### src/hdl/tst_pkg.sv
// Shared constants, types and the power-on stop pattern for the tab stop table.
package tst_pkg;

  localparam int MAX_COLUMNS = 256;
  localparam int TAB_SPACING = 8;
  localparam int COUNT_RESET = 80;

  localparam int MODE_W  = 3;
  localparam int COL_W   = 9;
  localparam int OUT_W   = 8;
  localparam int COUNT_W = 9;

  // Table is kept as words of DIGIT_W columns, scanned one word at a time
  localparam int DIGIT_W   = 8;
  localparam int DIGIT_LOG = $clog2(DIGIT_W);
  localparam int NUM_WORDS = MAX_COLUMNS / DIGIT_W;
  localparam int WADDR_W   = $clog2(NUM_WORDS);
  localparam int POS_W     = WADDR_W + DIGIT_LOG;
  localparam int NCNT_W    = $clog2(MAX_COLUMNS + 1);
  localparam int BND_W     = ((NCNT_W > COL_W) ? NCNT_W : COL_W) + 1;

  localparam int IN_W       = MODE_W + COL_W;
  localparam int IN_TDATA_W = ((IN_W + 7) / 8) * 8;
  localparam int OUT_TDATA_W = ((OUT_W + 7) / 8) * 8;

  typedef logic [DIGIT_W-1:0] digit_t;

  typedef enum logic [MODE_W-1:0] {
    MODE_RESET = 3'd0,
    MODE_SET   = 3'd1,
    MODE_CLEAR = 3'd2,
    MODE_NEXT  = 3'd3,
    MODE_PREV  = 3'd4
  } mode_t;

  // Power-on stop pattern of one table word
  function automatic digit_t pattern_word(input logic [WADDR_W-1:0] w);
    digit_t d;
    logic [POS_W-1:0] p;
    d = '0;
    for (int b = 0; b < DIGIT_W; b++) begin
      p = {w, DIGIT_LOG'(b)};
      d[b] = ((p % TAB_SPACING) == 0);
    end
    return d;
  endfunction

endpackage

### src/hdl/tab_stop_table_core.sv
// Tab stop table: per-column stop bits with set, clear, reset and word-serial searches.
// Search path: each 8-column word scanned passes ST_READ then ST_CHECK; the result goes via
//   ST_RESULT into the output register; an edge default goes from idle straight to ST_RESULT.
// Throughput: one item at a time; set and clear in range pass ST_READ and ST_UPDATE, all other
//   non-search items stay in idle; a held result stalls input.
// Reset: rst clears control, loads column_count 80 and restores the power-on stop pattern
//   at once through per-word valid bits; the reset-all operation restores the pattern likewise.
module tab_stop_table_core (
  input  logic                               clk,
  input  logic                               rst,
  input  logic                               s_tvalid,
  output logic                               s_tready,
  input  logic [tst_pkg::IN_TDATA_W-1:0]     s_tdata,   // [2:0] mode, [11:3] col
  output logic                               m_tvalid,
  input  logic                               m_tready,
  output logic [tst_pkg::OUT_TDATA_W-1:0]    m_tdata,   // [7:0] stop_col
  input  logic                               cfg_valid,
  output logic                               cfg_ready,
  input  logic [tst_pkg::COUNT_W-1:0]        cfg_data   // [8:0] column_count
);

  typedef enum logic [2:0] {
    ST_IDLE,
    ST_READ,
    ST_CHECK,
    ST_UPDATE,
    ST_RESULT
  } state_t;

  state_t                          state;
  tst_pkg::mode_t                  op;
  logic [tst_pkg::BND_W-1:0]       lb;
  logic [tst_pkg::BND_W-1:0]       ub;
  logic [tst_pkg::WADDR_W-1:0]     word;
  logic [tst_pkg::WADDR_W-1:0]     end_word;
  logic [tst_pkg::DIGIT_LOG-1:0]   bit_sel;
  logic [tst_pkg::NUM_WORDS-1:0]   wvalid;
  tst_pkg::digit_t                 mem [tst_pkg::NUM_WORDS];
  tst_pkg::digit_t                 rdata;
  logic                            rvalid;
  logic [tst_pkg::OUT_W-1:0]       res;
  logic [tst_pkg::OUT_W-1:0]       out_data;
  logic                            out_valid;
  logic [tst_pkg::NCNT_W-1:0]      ncols;

  tst_pkg::mode_t                  in_mode;
  logic [tst_pkg::COL_W-1:0]       in_col;
  logic [tst_pkg::BND_W-1:0]       col_ext;
  logic [tst_pkg::BND_W-1:0]       n_ext;
  logic [tst_pkg::BND_W-1:0]       nx_lb;
  logic [tst_pkg::BND_W-1:0]       pv_ub;
  logic [tst_pkg::BND_W-1:0]       pv_last;
  logic [tst_pkg::BND_W-1:0]       last_col;
  logic [tst_pkg::BND_W-1:0]       cfg_ext;
  logic [tst_pkg::NCNT_W-1:0]      cfg_sat;
  tst_pkg::digit_t                 cur;
  tst_pkg::digit_t                 hit;
  tst_pkg::digit_t                 upd_word;
  logic [tst_pkg::DIGIT_LOG-1:0]   lo_idx;
  logic [tst_pkg::DIGIT_LOG-1:0]   hi_idx;
  logic [tst_pkg::POS_W-1:0]       found_pos;
  logic [tst_pkg::BND_W-1:0]       pos;

  // Unpack the input transaction and form search bounds
  assign in_mode  = tst_pkg::mode_t'(s_tdata[tst_pkg::MODE_W-1:0]);
  assign in_col   = s_tdata[tst_pkg::MODE_W+tst_pkg::COL_W-1:tst_pkg::MODE_W];
  assign col_ext  = tst_pkg::BND_W'(in_col);
  assign n_ext    = tst_pkg::BND_W'(ncols);
  assign nx_lb    = col_ext + tst_pkg::BND_W'(1);
  assign pv_ub    = (col_ext < n_ext) ? col_ext : n_ext;
  assign pv_last  = pv_ub - tst_pkg::BND_W'(1);
  assign last_col = n_ext - tst_pkg::BND_W'(1);

  // Saturate the column count to 1..MAX_COLUMNS
  assign cfg_ext = tst_pkg::BND_W'(cfg_data);
  always_comb begin
    if (cfg_ext == '0) begin
      cfg_sat = tst_pkg::NCNT_W'(1);
    end else if (cfg_ext > tst_pkg::BND_W'(tst_pkg::MAX_COLUMNS)) begin
      cfg_sat = tst_pkg::NCNT_W'(tst_pkg::MAX_COLUMNS);
    end else begin
      cfg_sat = tst_pkg::NCNT_W'(cfg_ext);
    end
  end

  // Current word: stored value once written, else the power-on pattern
  assign cur = rvalid ? rdata : tst_pkg::pattern_word(word);

  // Mark stops inside [lb, ub) and pick the lowest and highest
  always_comb begin
    hit    = '0;
    lo_idx = '0;
    hi_idx = '0;
    pos    = '0;
    for (int b = 0; b < tst_pkg::DIGIT_W; b++) begin
      pos    = tst_pkg::BND_W'({word, tst_pkg::DIGIT_LOG'(b)});
      hit[b] = cur[b] && (pos >= lb) && (pos < ub);
    end
    for (int b = tst_pkg::DIGIT_W - 1; b >= 0; b--) begin
      if (hit[b]) lo_idx = tst_pkg::DIGIT_LOG'(b);
    end
    for (int b = 0; b < tst_pkg::DIGIT_W; b++) begin
      if (hit[b]) hi_idx = tst_pkg::DIGIT_LOG'(b);
    end
  end

  assign found_pos = {word, (op == tst_pkg::MODE_NEXT) ? lo_idx : hi_idx};

  // Read-modify-write value for set and clear
  always_comb begin
    upd_word          = cur;
    upd_word[bit_sel] = (op == tst_pkg::MODE_SET);
  end

  // Table memory: one word written or read per cycle
  always_ff @(posedge clk) begin
    if (state == ST_UPDATE) begin
      mem[word] <= upd_word;
    end
    if (state == ST_READ) begin
      rdata  <= mem[word];
      rvalid <= wvalid[word];
    end
  end

  // Sequencer, configuration register and output register
  always_ff @(posedge clk) begin
    if (rst) begin
      state     <= ST_IDLE;
      wvalid    <= '0;
      out_valid <= 1'b0;
      ncols     <= tst_pkg::NCNT_W'(tst_pkg::COUNT_RESET);
    end else begin
      if (cfg_valid) begin
        ncols <= cfg_sat;
      end
      // Load a finished search into the output register, else drop a taken result
      if (state == ST_RESULT && (!out_valid || m_tready)) begin
        out_valid <= 1'b1;
        out_data  <= res;
      end else if (m_tready) begin
        out_valid <= 1'b0;
      end
      case (state)
        ST_IDLE: begin
          if (s_tvalid) begin
            op <= in_mode;
            case (in_mode)
              tst_pkg::MODE_RESET: begin
                wvalid <= '0;
              end
              tst_pkg::MODE_SET, tst_pkg::MODE_CLEAR: begin
                if (col_ext < n_ext) begin
                  word    <= in_col[tst_pkg::POS_W-1:tst_pkg::DIGIT_LOG];
                  bit_sel <= in_col[tst_pkg::DIGIT_LOG-1:0];
                  state   <= ST_READ;
                end
              end
              tst_pkg::MODE_NEXT: begin
                lb <= nx_lb;
                ub <= n_ext;
                if (nx_lb >= n_ext) begin
                  res   <= tst_pkg::OUT_W'(last_col);
                  state <= ST_RESULT;
                end else begin
                  word     <= nx_lb[tst_pkg::POS_W-1:tst_pkg::DIGIT_LOG];
                  end_word <= last_col[tst_pkg::POS_W-1:tst_pkg::DIGIT_LOG];
                  state    <= ST_READ;
                end
              end
              tst_pkg::MODE_PREV: begin
                lb <= '0;
                ub <= pv_ub;
                if (pv_ub == '0) begin
                  res   <= '0;
                  state <= ST_RESULT;
                end else begin
                  word     <= pv_last[tst_pkg::POS_W-1:tst_pkg::DIGIT_LOG];
                  end_word <= '0;
                  state    <= ST_READ;
                end
              end
              default: begin
              end
            endcase
          end
        end
        ST_READ: begin
          if (op inside {tst_pkg::MODE_SET, tst_pkg::MODE_CLEAR}) begin
            state <= ST_UPDATE;
          end else begin
            state <= ST_CHECK;
          end
        end
        ST_CHECK: begin
          if (|hit) begin
            res   <= tst_pkg::OUT_W'(found_pos);
            state <= ST_RESULT;
          end else if (word == end_word) begin
            res   <= (op == tst_pkg::MODE_NEXT) ? tst_pkg::OUT_W'(ub - tst_pkg::BND_W'(1)) : '0;
            state <= ST_RESULT;
          end else begin
            word  <= (op == tst_pkg::MODE_NEXT) ? word + tst_pkg::WADDR_W'(1)
                                                : word - tst_pkg::WADDR_W'(1);
            state <= ST_READ;
          end
        end
        ST_UPDATE: begin
          wvalid[word] <= 1'b1;
          state        <= ST_IDLE;
        end
        ST_RESULT: begin
          if (!out_valid || m_tready) begin
            state <= ST_IDLE;
          end
        end
        default: begin
          state <= ST_IDLE;
        end
      endcase
    end
  end

  assign s_tready  = (state == ST_IDLE);
  assign cfg_ready = 1'b1;
  assign m_tvalid  = out_valid;
  assign m_tdata   = tst_pkg::OUT_TDATA_W'(out_data);

`ifndef SYNTHESIS
  // Effective column count stays in range
  a_ncols_range: assert property (@(posedge clk) disable iff (rst)
    (ncols != '0) && (ncols <= tst_pkg::NCNT_W'(tst_pkg::MAX_COLUMNS)))
    else $error("column count out of range");

  // Forward scan never passes its last word
  a_next_bound: assert property (@(posedge clk) disable iff (rst)
    (state == ST_CHECK && op == tst_pkg::MODE_NEXT) |-> (word <= end_word))
    else $error("forward scan past last word");

  // An accepted search leaves idle
  a_search_busy: assert property (@(posedge clk) disable iff (rst)
    (s_tvalid && s_tready && (in_mode == tst_pkg::MODE_NEXT || in_mode == tst_pkg::MODE_PREV))
    |=> (state != ST_IDLE))
    else $error("search accepted but sequencer stayed idle");

  // A finished search with a free output slot presents its result
  a_result_out: assert property (@(posedge clk) disable iff (rst)
    (state == ST_RESULT && (!out_valid || m_tready))
    |=> (m_tvalid && m_tdata[tst_pkg::OUT_W-1:0] == $past(res)))
    else $error("search result not presented");
`endif

endmodule

### config.mk
export PLATFORM = sky130hd
export DESIGN_NAME = tab_stop_table_core
export DESIGN_NICKNAME = d
export VERILOG_FILES = /design/src/hdl/tst_pkg.sv /design/src/hdl/tab_stop_table_core.sv
export SDC_FILE = /design/constraint.sdc
export NUM_CORES = 1
export LEC_CHECK = 0
export BUFFER_PORTS_ARGS = -buffer_cell sky130_fd_sc_hd__buf_2
export CELL_PAD_IN_SITES_DETAIL_PLACEMENT = 1
export CELL_PAD_IN_SITES_GLOBAL_PLACEMENT = 2
export CORE_UTILIZATION = 41
export DETAILED_ROUTE_END_ITERATION = 7
export PLACE_DENSITY_LB_ADDON = 0.1
export REMOVE_ABC_BUFFERS = 1
export SYNTH_ARGS = -nofsm -noshare
export SYNTH_HDL_FRONTEND = slang
export SYNTH_SLANG_ARGS = --single-unit
### constraint.sdc
create_clock -name clk -period 3.9 [get_ports clk]
set_input_delay 0.975 -clock clk [delete_from_list [all_inputs] [get_ports clk]]
set_output_delay 0.975 -clock clk [all_outputs]
set_load 0.01 [all_outputs]
==> results of run 1 <==
==> worst min-delay path by stage <==
stage | from | endpoint | slack [ns] | cells past startpoint
4_1_cts | res[4] | m_tdata[4] | 0.42 | 0
3_5_place_dp | res[4] | m_tdata[4] | 0.41 | 0
5_1_grt | res[4] | m_tdata[4] | 0.42 | 0
6_report | res[5] | m_tdata[5] | 0.42 | 0
2_1_floorplan | res[0] | m_tdata[0] | 0.40 | 0
3_3_place_gp | res[5] | m_tdata[5] | 0.41 | 0
==> power by group through the flow <==
| stage | Clock (W) | Sequential (W) | Combinational (W) |
|---|---|---|---|
| after global placement | 0 | 0.00440 | 0.000887 |
| after detailed placement | 0 | 0.00440 | 0.000899 |
| after floorplan | 0 | 0.00445 | 0.000496 |
| final | 0.00372 | 0.00432 | 0.000894 |
| after CTS | 0.00380 | 0.00432 | 0.000903 |
| after global routing | 0.00394 | 0.00433 | 0.000974 |
==> placed cells by master, fill, tap and decap left out, drive strengths merged, types with 18 or more instances in the layout <==
cell | Yosys | routed
xnor2 | 25 | 25
buf | 19 | 123
nor2 | 123 | 123
mux4 | 72 | 72
nand2 | 57 | 57
dfxtp | 45 | 45
clkbuf | 39 | 50
a22oi | 41 | 41
nand3 | 20 | 20
inv | 32 | 33
nor3 | 23 | 23
o21ai | 31 | 31
edfxtp | 316 | 316
ha | 37 | 37
a21oi | 67 | 67
and2 | 18 | 18
==> per-layer routing <==
layer,part of all wire,vias up
li1,-,4527
met1,0.49,4999
met2,0.45,199
met3,0.044,56
met4,0.018,0
met5,0,-
==> worst max-delay path: stages <==
cell and delay [ns]:
buf_2 0.15, ha_1 0.21, nand3_1 0.12, xnor2_1 0.22
ha_1 0.28, a21o_1 0.19, a21oi_1 0.14, o21ai_0 0.11
buf_4 0.16, nand4_1 0.08, a31oi_1 0.08, a311oi_1 0.28
buf_4 0.18, a21oi_1 0.06, nor3_1 0.17, buf_4 0.17
==> per-stage QoR <==
step	cells	power, W	TNS [ns]	hold slack [ns]	area (µm²)
floorplan	1055	0.00494	-210.94	0.400	15800
global placement	1696	0.00529	0	0.407	17400
detailed placement	1696	0.00530	0	0.406	17400
CTS	1768	0.00902	0	0.420	18600
global route	1768	0.00924	0	0.424	18600
finish	1768	0.00893	0	0.419	18600
==> registers in the layout, summed over array words and instances, names as in the netlist <==
| signal | flops |
|---|---|
| m_tvalid | 1 |
| bit_sel | 3 |
| state | 3 |
| m_tdata | 8 |
| lb | 10 |
| mem | 256 |
| word | 5 |
| end_word | 5 |
| res | 8 |
| op | 3 |
| rdata | 8 |
| ub | 9 |
| wvalid | 32 |
| ncols | 9 |
| rvalid | 1 |
==> layout make-up <==
type / count / area (µm²)
clock inverters: 22 / 223
well taps: 518 / 648
multi-input cells: 661 / 5340
inverters: 33 / 124
flip-flops and latches: 361 / 10400
fillers: 3818 / 20000
repair buffers: 123 / 848
clock buffers: 50 / 1060
==> logic make-up after synthesis <==
family          count (synthesis)  synth area share
buf+inv                        91            0.0225
compound gates                201            0.0830
flops                         361             0.647
other cells                     1          0.000234
simple gates                  309            0.0934
mux                            76             0.104
xor+xnor                       35            0.0191
fa+ha+maj                      39            0.0307
==> summary.txt, run 1 <==
Die
  • Die Ht: 200 µm
  • Core area: 38600 µm²
  • Die area: 39900 µm²
  • Initial Util: 0.415
  • Ports: 41
  • Row Count: 72
  • Die width: 200 µm

GRT
  • Met2 Track Usage GR: 0.332
  • Busiest grt layer: met1
  • Grt ovf: 0
  • Global-route wire length before repair: 64100 µm
  • GRT Util Overall: 0.223
  • Initial antenna violation count: 0
  • Vias in the first global route: 9991
  • GRT met3 Usage: 0.0346
  • Met1 GRT Util: 0.339
  • Largest net degree at the start of global routing: 80

CTS
  • Clock sink count: 361
  • CTS buffer count: 40
  • Post-CTS sizing: 0
  • CTS Hold Bufs: 0
  • H-tree depth: 2
  • Clk slew on worst S/H paths: 0.06 ns
  • CTS tree: built
  • Worst skew pair latency: 0.56 ns
  • # Post-CTS Setup Buffers: 0
  • Buffer depth of the longest clock path: 3
  • Clk root buf: clkbuf_16

Worst setup path
  • Worst EP arrival: 3.57 ns
  • Crit Path Max Fanout: 5
  • Worst setup EP type: flip-flop
  • Reg2reg path depth: 11
  • Startpoint Class: input pin
  • Crit path from: s_tdata[4]
  • R2R setup slack: 0.63 ns
  • CP endpoint: word[1]
  • R2r endpoint: res[4]
  • CP required: 4.18 ns
  • Critical path class: input pin to flip-flop
  • Reg2reg start: word[2]

STA
  • Fin. max-slew vios: 0
  • Worst Clk Skew: 0.0149 ns
  • Max-slew headroom: 0.242
  • Post-route setup slack: 0.607 ns
  • Final setup viols: 0
  • Final worst-path cycle share: 0.844
  • Slew @ Worst Pin: 1.11 ns
  • Max Freq: 304 MHz
  • Hold Violations, Final: 0
  • Final worst path period need: 3.29 ns
  • RSZ-0062 raised after global routing: false

Final layout
  • Area Growth Syn to Fin: 16.1%
  • Share of layout cells above drive strength 1: 0.221
  • Antenna fix cells: 0
  • Final nets: 1288
  • Final Core Density: 0.482

Pwr
  • Clock Power Share: 0.416
  • Cell Pwr Density: 480 nW/µm²
  • Sw Share: 0.238
  • Sw power: 0.00212 W
  • Int Power: 0.00681 W
  • Peak VDD IR: 0.421 mV
  • LEAKAGE: 6.42 nW
  • Sequential share of power: 0.484
  • Comb pwr share: 0.100

Placement
  • Dpl ws: 0.0629 ns
  • Final Wtd Congestion: 0.832
  • I/O Buffers: 35
  • Placed wire-length estimate: 29700 µm

Yosys
  • Synth Register Bits: 361
  • Synth area leaders: edfxtp_1 (59%), mux4_2 (10%), dfxtp_1 (5.6%), ha_1 (2.9%), nor2_1 (2.9%)
  • Largest area contributor in the netlist: edfxtp_1
  • Post-synthesis cell area: 16000 µm²
  • Top_reg_cell synth: edfxtp_1
  • Ys async rst share: 0
  • Post-synth top cells: edfxtp_1 (316), nor2_1 (123), mux4_2 (72)
  • Unique masters post-synth: 70
  • Most numerous cell in the Yosys netlist: edfxtp_1
  • Sequential fraction of the synthesis area: 0.647
  • Synth warn: 0
  • Post-synth EDFFs: 316
  • Avg Cell Area, Syn: 14.4 µm²
  • Post-synth top area share: 0.591
  • Post-Synthesis Cells: 1113

Drt
  • DR vias: 9781
  • Post-DR wirelength/cell: 24.3 µm
  • Drt initial violations: 649
  • WL final: 42900 µm
  • # DRC: 0
  • Drt pass-1 iters: 5
  • Avg Vias per Cell: 5.53
  • Post-DRT Antenna Nets: 0

Flow run
  • Max-Cap Viols: 0

Status
  • Status: completed

Worst hold path
  • Hold Path Class: flip-flop to flip-flop
Power figures use the tool's default switching activity.
==> run 2, diff against run 1 <==
- clock period: 3.9 -> 2.74 ns (I/O delays scaled with it)
==> run 2 against run 1 <==
Effect of this change:
- the run now ends with setup timing left
- flip-flop and latch count stayed put
- register-to-register slack got worse by 0.80 ns
- final area rose by 7.3%
- combinational power is 70% higher
- cell count up 7.0%
- via count up 7.4%
- total power increased by 49%
==> summary.txt, run 2 (synthesis results as in run 1) <==
Placement
  • I/O Buffers: 35 (unchanged)
  • DP Cell Count: 1808 (+6.6%)
  • Final Wtd Congestion: 0.875 (+5.1%)
  • Placed wire-length estimate: 31400 µm (+5.8%)
  • Post-DP Area: 18200 µm² (+5.1%)

STA
  • Max-slew headroom: 0.523 (+0.281)
  • Post-route setup slack: -0.173 ns (-0.780 ns)
  • Final worst-path cycle share: 1.06
  • Worst Clk Skew: 0.0216 ns (+0.00674 ns)
  • Hold Violations, Final: 0 (unchanged)
  • Max Freq: 343 MHz
  • Fin. max-slew vios: 0 (unchanged)
  • Slew @ Worst Pin: 0.713 ns (-0.400 ns)
  • Final worst path period need: 2.91 ns
  • RSZ-0062 raised after global routing: true
  • Final setup viols: 22 (+22)

GRT
  • Largest net degree at the start of global routing: 51 (-36%)
  • Global-route wire length before repair: 68700 µm (+7.1%)
  • GRT Util Overall: 0.238 (+0.0151)
  • Initial antenna violation count: 1 (+1)
  • Vias in the first global route: 10918 (+9.3%)
  • Grt ovf: 0 (unchanged)

Pwr
  • Sequential share of power: 0.462 (-0.022)
  • Sw Share: 0.235 (-0.00211)
  • Cell Pwr Density: 666 nW/µm² (+39%)
  • Comb pwr share: 0.114 (+0.014)
  • Sw power: 0.00313 W (+48%)
  • Clock Power Share: 0.424 (+0.008)
  • Int Power: 0.0102 W (+49%)
  • Peak VDD IR: 0.493 mV (+17%)
  • LEAKAGE: 7.10 nW (+11%)
  • Total power: 0.0133 W (+49%)

CTS
  • Clk slew on worst S/H paths: 0.06 ns (about the same)
  • CTS tree: built
  • Buffer depth of the longest clock path: 3 (unchanged)
  • CTS buffer count: 39 (-2.5%)
  • Worst skew pair latency: 0.57 ns (about the same)
  • Clock sink count: 361 (unchanged)
  • Clk root buf: clkbuf_16
  • H-tree depth: 2 (unchanged)

Final layout
  • Post-route cell area: 20000 µm² (+7.3%)
  • Largest Register: mem
  • Fin cells: 1892 (+7.0%)
  • Top Registers: mem: 256 flops, wvalid: 32 flops, lb: 10 flops
  • Final nets: 1412 (+9.6%)
  • Commonest non-fill, non-tap cells in the layout: edfxtp_1 (316), buf_4 (204), nor2_1 (121), mux4_2 (72), a21oi_1 (58)
  • Max FFs per register: 256 (unchanged)
  • Area Growth Syn to Fin: 24.6%
  • Most common cell after layout, fill and taps aside: edfxtp_1
  • Antenna fix cells: 0 (unchanged)
  • Share of layout cells above drive strength 1: 0.325 (+0.104)

Drt
  • # DRC: 0 (unchanged)
  • Post-DRT Antenna Nets: 0 (unchanged)
  • Drt initial violations: 693 (+6.8%)
  • WL final: 45800 µm (+6.7%)
  • Post-DR wirelength/cell: 24.2 µm (-0.25%)
  • Drt pass-1 iters: 5 (unchanged)
  • Avg Vias per Cell: 5.55 (+0.34%)
  • DR vias: 10503 (+7.4%)

Worst setup path
  • Reg2reg start: word[4]
  • R2r endpoint: word[3]
  • CP top delay family: compound AO/OA/AOI/OAI gates
  • Levels on crit path: 10 (-6)
  • Worst path buffer plus inverter count: 1 (-3)
  • Worst EP arrival: 3.20 ns (-0.37 ns)
  • Max incr delay on CP: 0.53 ns (+0.25 ns)
  • CP endpoint: word[3]
  • Worst setup EP type: flip-flop
  • Crit Path Max Fanout: 6 (+1)
  • R2R setup slack: -0.17 ns (-0.80 ns)
  • Startpoint Class: flip-flop
  • CP required: 3.02 ns (-1.16 ns)
  • Reg2reg path depth: 10 (-1)
  • Crit path from: word[4]
  • CP max stage cell: edfxtp_1
  • Crit-path cells: ha_4 > a21oi_4 > o211ai_4 > o2111a_1 > o211a_1 > nand4b_4 > a31oi_4 > nor2_1 > nor3_1 > buf_4
  • Critical path class: flip-flop to flip-flop

Die
  • Ports: 41 (unchanged)
  • Initial Util: 0.415 (unchanged)
  • Core area: 38600 µm² (unchanged)
  • Die area: 39900 µm² (unchanged)
  • Row Count: 72 (unchanged)
  • Die Ht: 200 µm (unchanged)
  • Die width: 200 µm (unchanged)

Status
  • Status: finished, violations left
  • Failing checks: setup timing

Worst hold path
  • Critical hold path startpoint: cfg_data[6]
  • Hold Path Class: input pin to flip-flop

Flow run
  • Max-Cap Viols: 0 (unchanged)
==> run 2: cell count changes in the layout (fill, tap and decap cells not counted), moves of 4 or more <==
| cell | change |
|---|---|
| o2111ai_1 | -4 |
| a21oi_1 | -4 |
| o21ai_0 | -4 |
| buf_6 | +5 |
| ha_1 | -5 |
| buf_4 | +117 |
| clkbuf_1 | -5 |
| clkinv_2 | -4 |
| ha_4 | +4 |
==> run 2: repair_timing <==
action / CTS / global route
setup buffers: 9 / 5
gates resized for setup: 33 / 29
pin swaps: 16 / 14
hold buffers: 0 / 0
setup endpoints to repair: 32 / 41
gates cloned: 1 / 0
==> run 2: routing by layer <==
| metal | wire length (µm) | part of all wire | global-route usage |
|---|---|---|---|
| met1 | 21700 | 0.47 | 0.358 |
| met2 | 21000 | 0.46 | 0.361 |
| met3 | 2030 | 0.044 | 0.0289 |
| met4 | 1050 | 0.023 | 0.0738 |
| met5 | 0 | 0 | 0 |
==> run 2: layout make-up <==
type / count / area [µm²]
Clock buffer: 47 / 1070
Clock inverter: 24 / 315
Fill cell: 3815 / 18700
Inverter: 33 / 124
Multi-Input combinational cell: 661 / 5600
Sequential cell: 361 / 10400
Tap cell: 518 / 648
Timing Repair Buffer: 248 / 1840
==> run 2: how the worst min path moves through the flow <==
stage,to,depth (start not counted),slack (ns)
6_report,ncols[6],2,0.36
3_5_place_dp,m_tdata[1],0,0.41
4_1_cts,ncols[6],2,0.34
3_3_place_gp,m_tdata[0],0,0.41
2_1_floorplan,m_tdata[0],0,0.40
5_1_grt,ncols[4],2,0.37
==> run 2: stage by stage <==
stage	setup slack, ns	TNS (ns)	util	hold WS [ns]
2_1_floorplan	-2.91	-588.88	-	0.400
3_5_place_dp	-0.670	-19.27	0.472	0.407
6_report	-0.173	-2.96	0.517	0.365
4_1_cts	-0.142	-2.19	0.514	0.336
3_3_place_gp	-0.592	-17.18	0.472	0.407
5_1_grt	-0.269	-4.96	0.517	0.366
==> run 2: power groups by stage <==
| stage | Sequential [W] | Clock (W) | Combinational [W] |
|---|---|---|---|
| after floorplan | 0.00633 | 0 | 0.000705 |
| after global placement | 0.00626 | 0 | 0.00140 |
| after detailed placement | 0.00627 | 0 | 0.00142 |
| after CTS | 0.00614 | 0.00578 | 0.00151 |
| after global routing | 0.00615 | 0.00596 | 0.00164 |
| final | 0.00615 | 0.00565 | 0.00152 |
==> run 2: worst register-to-register path, stage by stage (launching register included) <==
cell and delay, ns:
edfxtp_1 0.53, ha_4 0.32, a21oi_4 0.21, o211ai_4 0.16, o2111a_1 0.31, o211a_1 0.26
nand4b_4 0.23, a31oi_4 0.23, nor2_1 0.06, nor3_1 0.15, buf_4 0.18
==> run 3, diff against run 2 <==
- CORE_UTILIZATION: 41 -> 49
- clock period: 2.74 -> 3.75 ns (I/O delays scaled with it)
==> run 3 against run 2 <==
Effect of this change:
- the run now ends clean
- total power is 33% lower
- register-to-register slack gained 0.62 ns
- non-clock buffer count fell by 121
- wire length decreased by 6.9%
- sequential power fell by 27%
- first-iteration DRC count is 3.5% higher
- utilization rose by 6.0 points
- via count shrank 3.6%
- critical endpoint is now word[1]
==> summary.txt, run 3 (synthesis results as in run 1) <==
Drt
  • Drt initial violations: 717 (+3.5%)
  • Post-DR wirelength/cell: 25.3 µm (+4.7%)
  • Post-DRT Antenna Nets: 0 (unchanged)
  • WL final: 42600 µm (-6.9%)
  • Drt pass-1 iters: 5 (unchanged)
  • DR vias: 10124 (-3.6%)
  • # DRC: 0 (unchanged)
  • Avg Vias per Cell: 6.02 (+8.4%)

CTS
  • CTS tree: built
  • Worst skew pair latency: 0.54 ns (-0.03 ns)
  • Clk root buf: clkbuf_16
  • Clock sink count: 361 (unchanged)
  • # Post-CTS Setup Buffers: 0 (-9)
  • Buffer depth of the longest clock path: 3 (unchanged)
  • Clk slew on worst S/H paths: 0.06 ns (about the same)
  • CTS buffer count: 38 (-2.6%)
  • H-tree depth: 2 (unchanged)

Final layout
  • Top Registers: mem: 256 flops, wvalid: 32 flops, lb: 10 flops
  • Fin cells: 1683 (-11%)
  • Antenna fix cells: 0 (unchanged)
  • Post-route cell area: 18400 µm² (-7.9%)
  • Commonest non-fill, non-tap cells in the layout: edfxtp_1 (316), nor2_1 (122), buf_4 (91), mux4_2 (72), a21oi_1 (62)
  • Largest Register: mem
  • Area Growth Syn to Fin: 14.8%
  • Max FFs per register: 256 (unchanged)
  • Most common cell after layout, fill and taps aside: edfxtp_1
  • FILL cells: 3055 (-20%)
  • Register area: 10400 µm² (about the same)
  • Share of layout cells above drive strength 1: 0.228 (-0.0970)
  • Area of the multi-input gates: 5330 µm² (-4.7%)
  • Final nets: 1290 (-8.6%)

Die
  • Die width: 183 µm (-8.4%)
  • Die area: 33500 µm² (-16%)
  • Initial Util: 0.503 (+0.0881)
  • Core area: 31900 µm² (-18%)
  • Ports: 41 (unchanged)
  • Row Count: 65 (-9.7%)
  • Die Ht: 183 µm (-8.4%)

Worst setup path
  • Critical path class: input pin to flip-flop
  • Worst setup EP type: flip-flop
  • R2R setup slack: 0.45 ns (+0.62 ns)
  • Crit Path Max Fanout: 5 (-1)
  • Startpoint Class: input pin
  • CP required: 3.99 ns (+0.97 ns)
  • Worst EP arrival: 3.67 ns (+0.47 ns)

STA
  • Final worst-path cycle share: 0.912
  • Fin. max-slew vios: 0 (unchanged)
  • Max Freq: 292 MHz
  • Hold Violations, Final: 0 (unchanged)
  • Max-slew headroom: 0.186 (-0.338)
  • Slew @ Worst Pin: 1.22 ns (+0.505 ns)
  • Final worst path period need: 3.42 ns
  • RSZ-0062 raised after global routing: false
  • Worst Clk Skew: 0.0161 ns (-0.00555 ns)
  • Final setup viols: 0 (-100%)

Flow run
  • Max-Cap Viols: 0 (unchanged)

Status
  • Status: completed

GRT
  • Grt ovf: 0 (unchanged)
  • Largest net degree at the start of global routing: 70 (+37%)
  • Vias in the first global route: 10384 (-4.9%)
  • GRT Util Overall: 0.262 (+0.0243)
  • Global-route wire length before repair: 64000 µm (-6.8%)
  • Initial antenna violation count: 0 (-1)

Pwr
  • Total power: 0.00893 W (-33%)
  • Peak VDD IR: 0.405 mV (-18%)
  • LEAKAGE: 6.35 nW (-11%)
  • Cell Pwr Density: 485 nW/µm² (-27%)

Placement
  • DP Cell Count: 1617 (-11%)
  • Post-DP Area: 17300 µm² (-5.3%)
  • Final Wtd Congestion: 0.866 (-0.96%)
  • Placed wire-length estimate: 29200 µm (-7.1%)
  • I/O Buffers: 35 (unchanged)

Worst hold path
  • Hold Path Class: flip-flop to flip-flop
[run 3: final cells by class]
type                            count  share of cell area
Clock buffer                       41              0.0522
Multi-Input combinational cell    661               0.290
Timing Repair Buffer              127              0.0477
Sequential cell                   361               0.564
Tap cell                          435              0.0296
Inverter                           33             0.00673
Clock inverter                     25              0.0101
[run 3: metal layers]
metal	GRT usage	vias to the layer above	wire [µm]
met4	0.0790	0	1090
li1	-	4532	-
met3	0.0443	67	2580
met1	0.384	5224	19100
met2	0.404	301	19800
met5	0	-	0
[run 3: path summary, 6_finish.rpt]
check	start	endpoint	cells past startpoint
max	s_tdata[4]	word[1]	14
min	res[4]	m_tdata[4]	0
max reg2reg	word[2]	res[1]	9
min reg2reg	res[4]	m_tdata[4]	0
[run 3: power breakdown]
part	switching (W)	internal, W
registers	0.0000408	0.00446
clock network	0.00155	0.00194
logic	0.000591	0.000348
[run 3: critical path, cell delays in order]
cell	delay, ns
buf_2	0.12
and3_1	0.16
nand3_1	0.18
nor2_1	0.21
xor2_1	0.25
ha_1	0.29
a21o_1	0.19
a21oi_1	0.14
a31oi_1	0.10
a311oi_1	0.46
buf_4	0.21
a21oi_1	0.06
nor3_1	0.18
buf_4	0.17
[run 3: stage by stage]
stage | setup slack, ns | utilization | hold WS, ns | TNS (ns)
global placement | -0.147 | 0.542 | 0.402 | -1.62
CTS | 0.210 | 0.578 | 0.422 | 0
global route | 0.161 | 0.578 | 0.424 | 0
detailed placement | -0.197 | 0.542 | 0.408 | -2.79
floorplan | -1.90 | - | 0.400 | -258.94
finish | 0.329 | 0.578 | 0.420 | 0
[run 3: repair_timing]
| item | in CTS | in global routing |
|---|---|---|
| hold buffers | 0 | 0 |
| endpoints found under the setup margin | 0 | 8 |
| gates resized for setup | 0 | 1 |
| hold endpoints to repair | 0 | 0 |
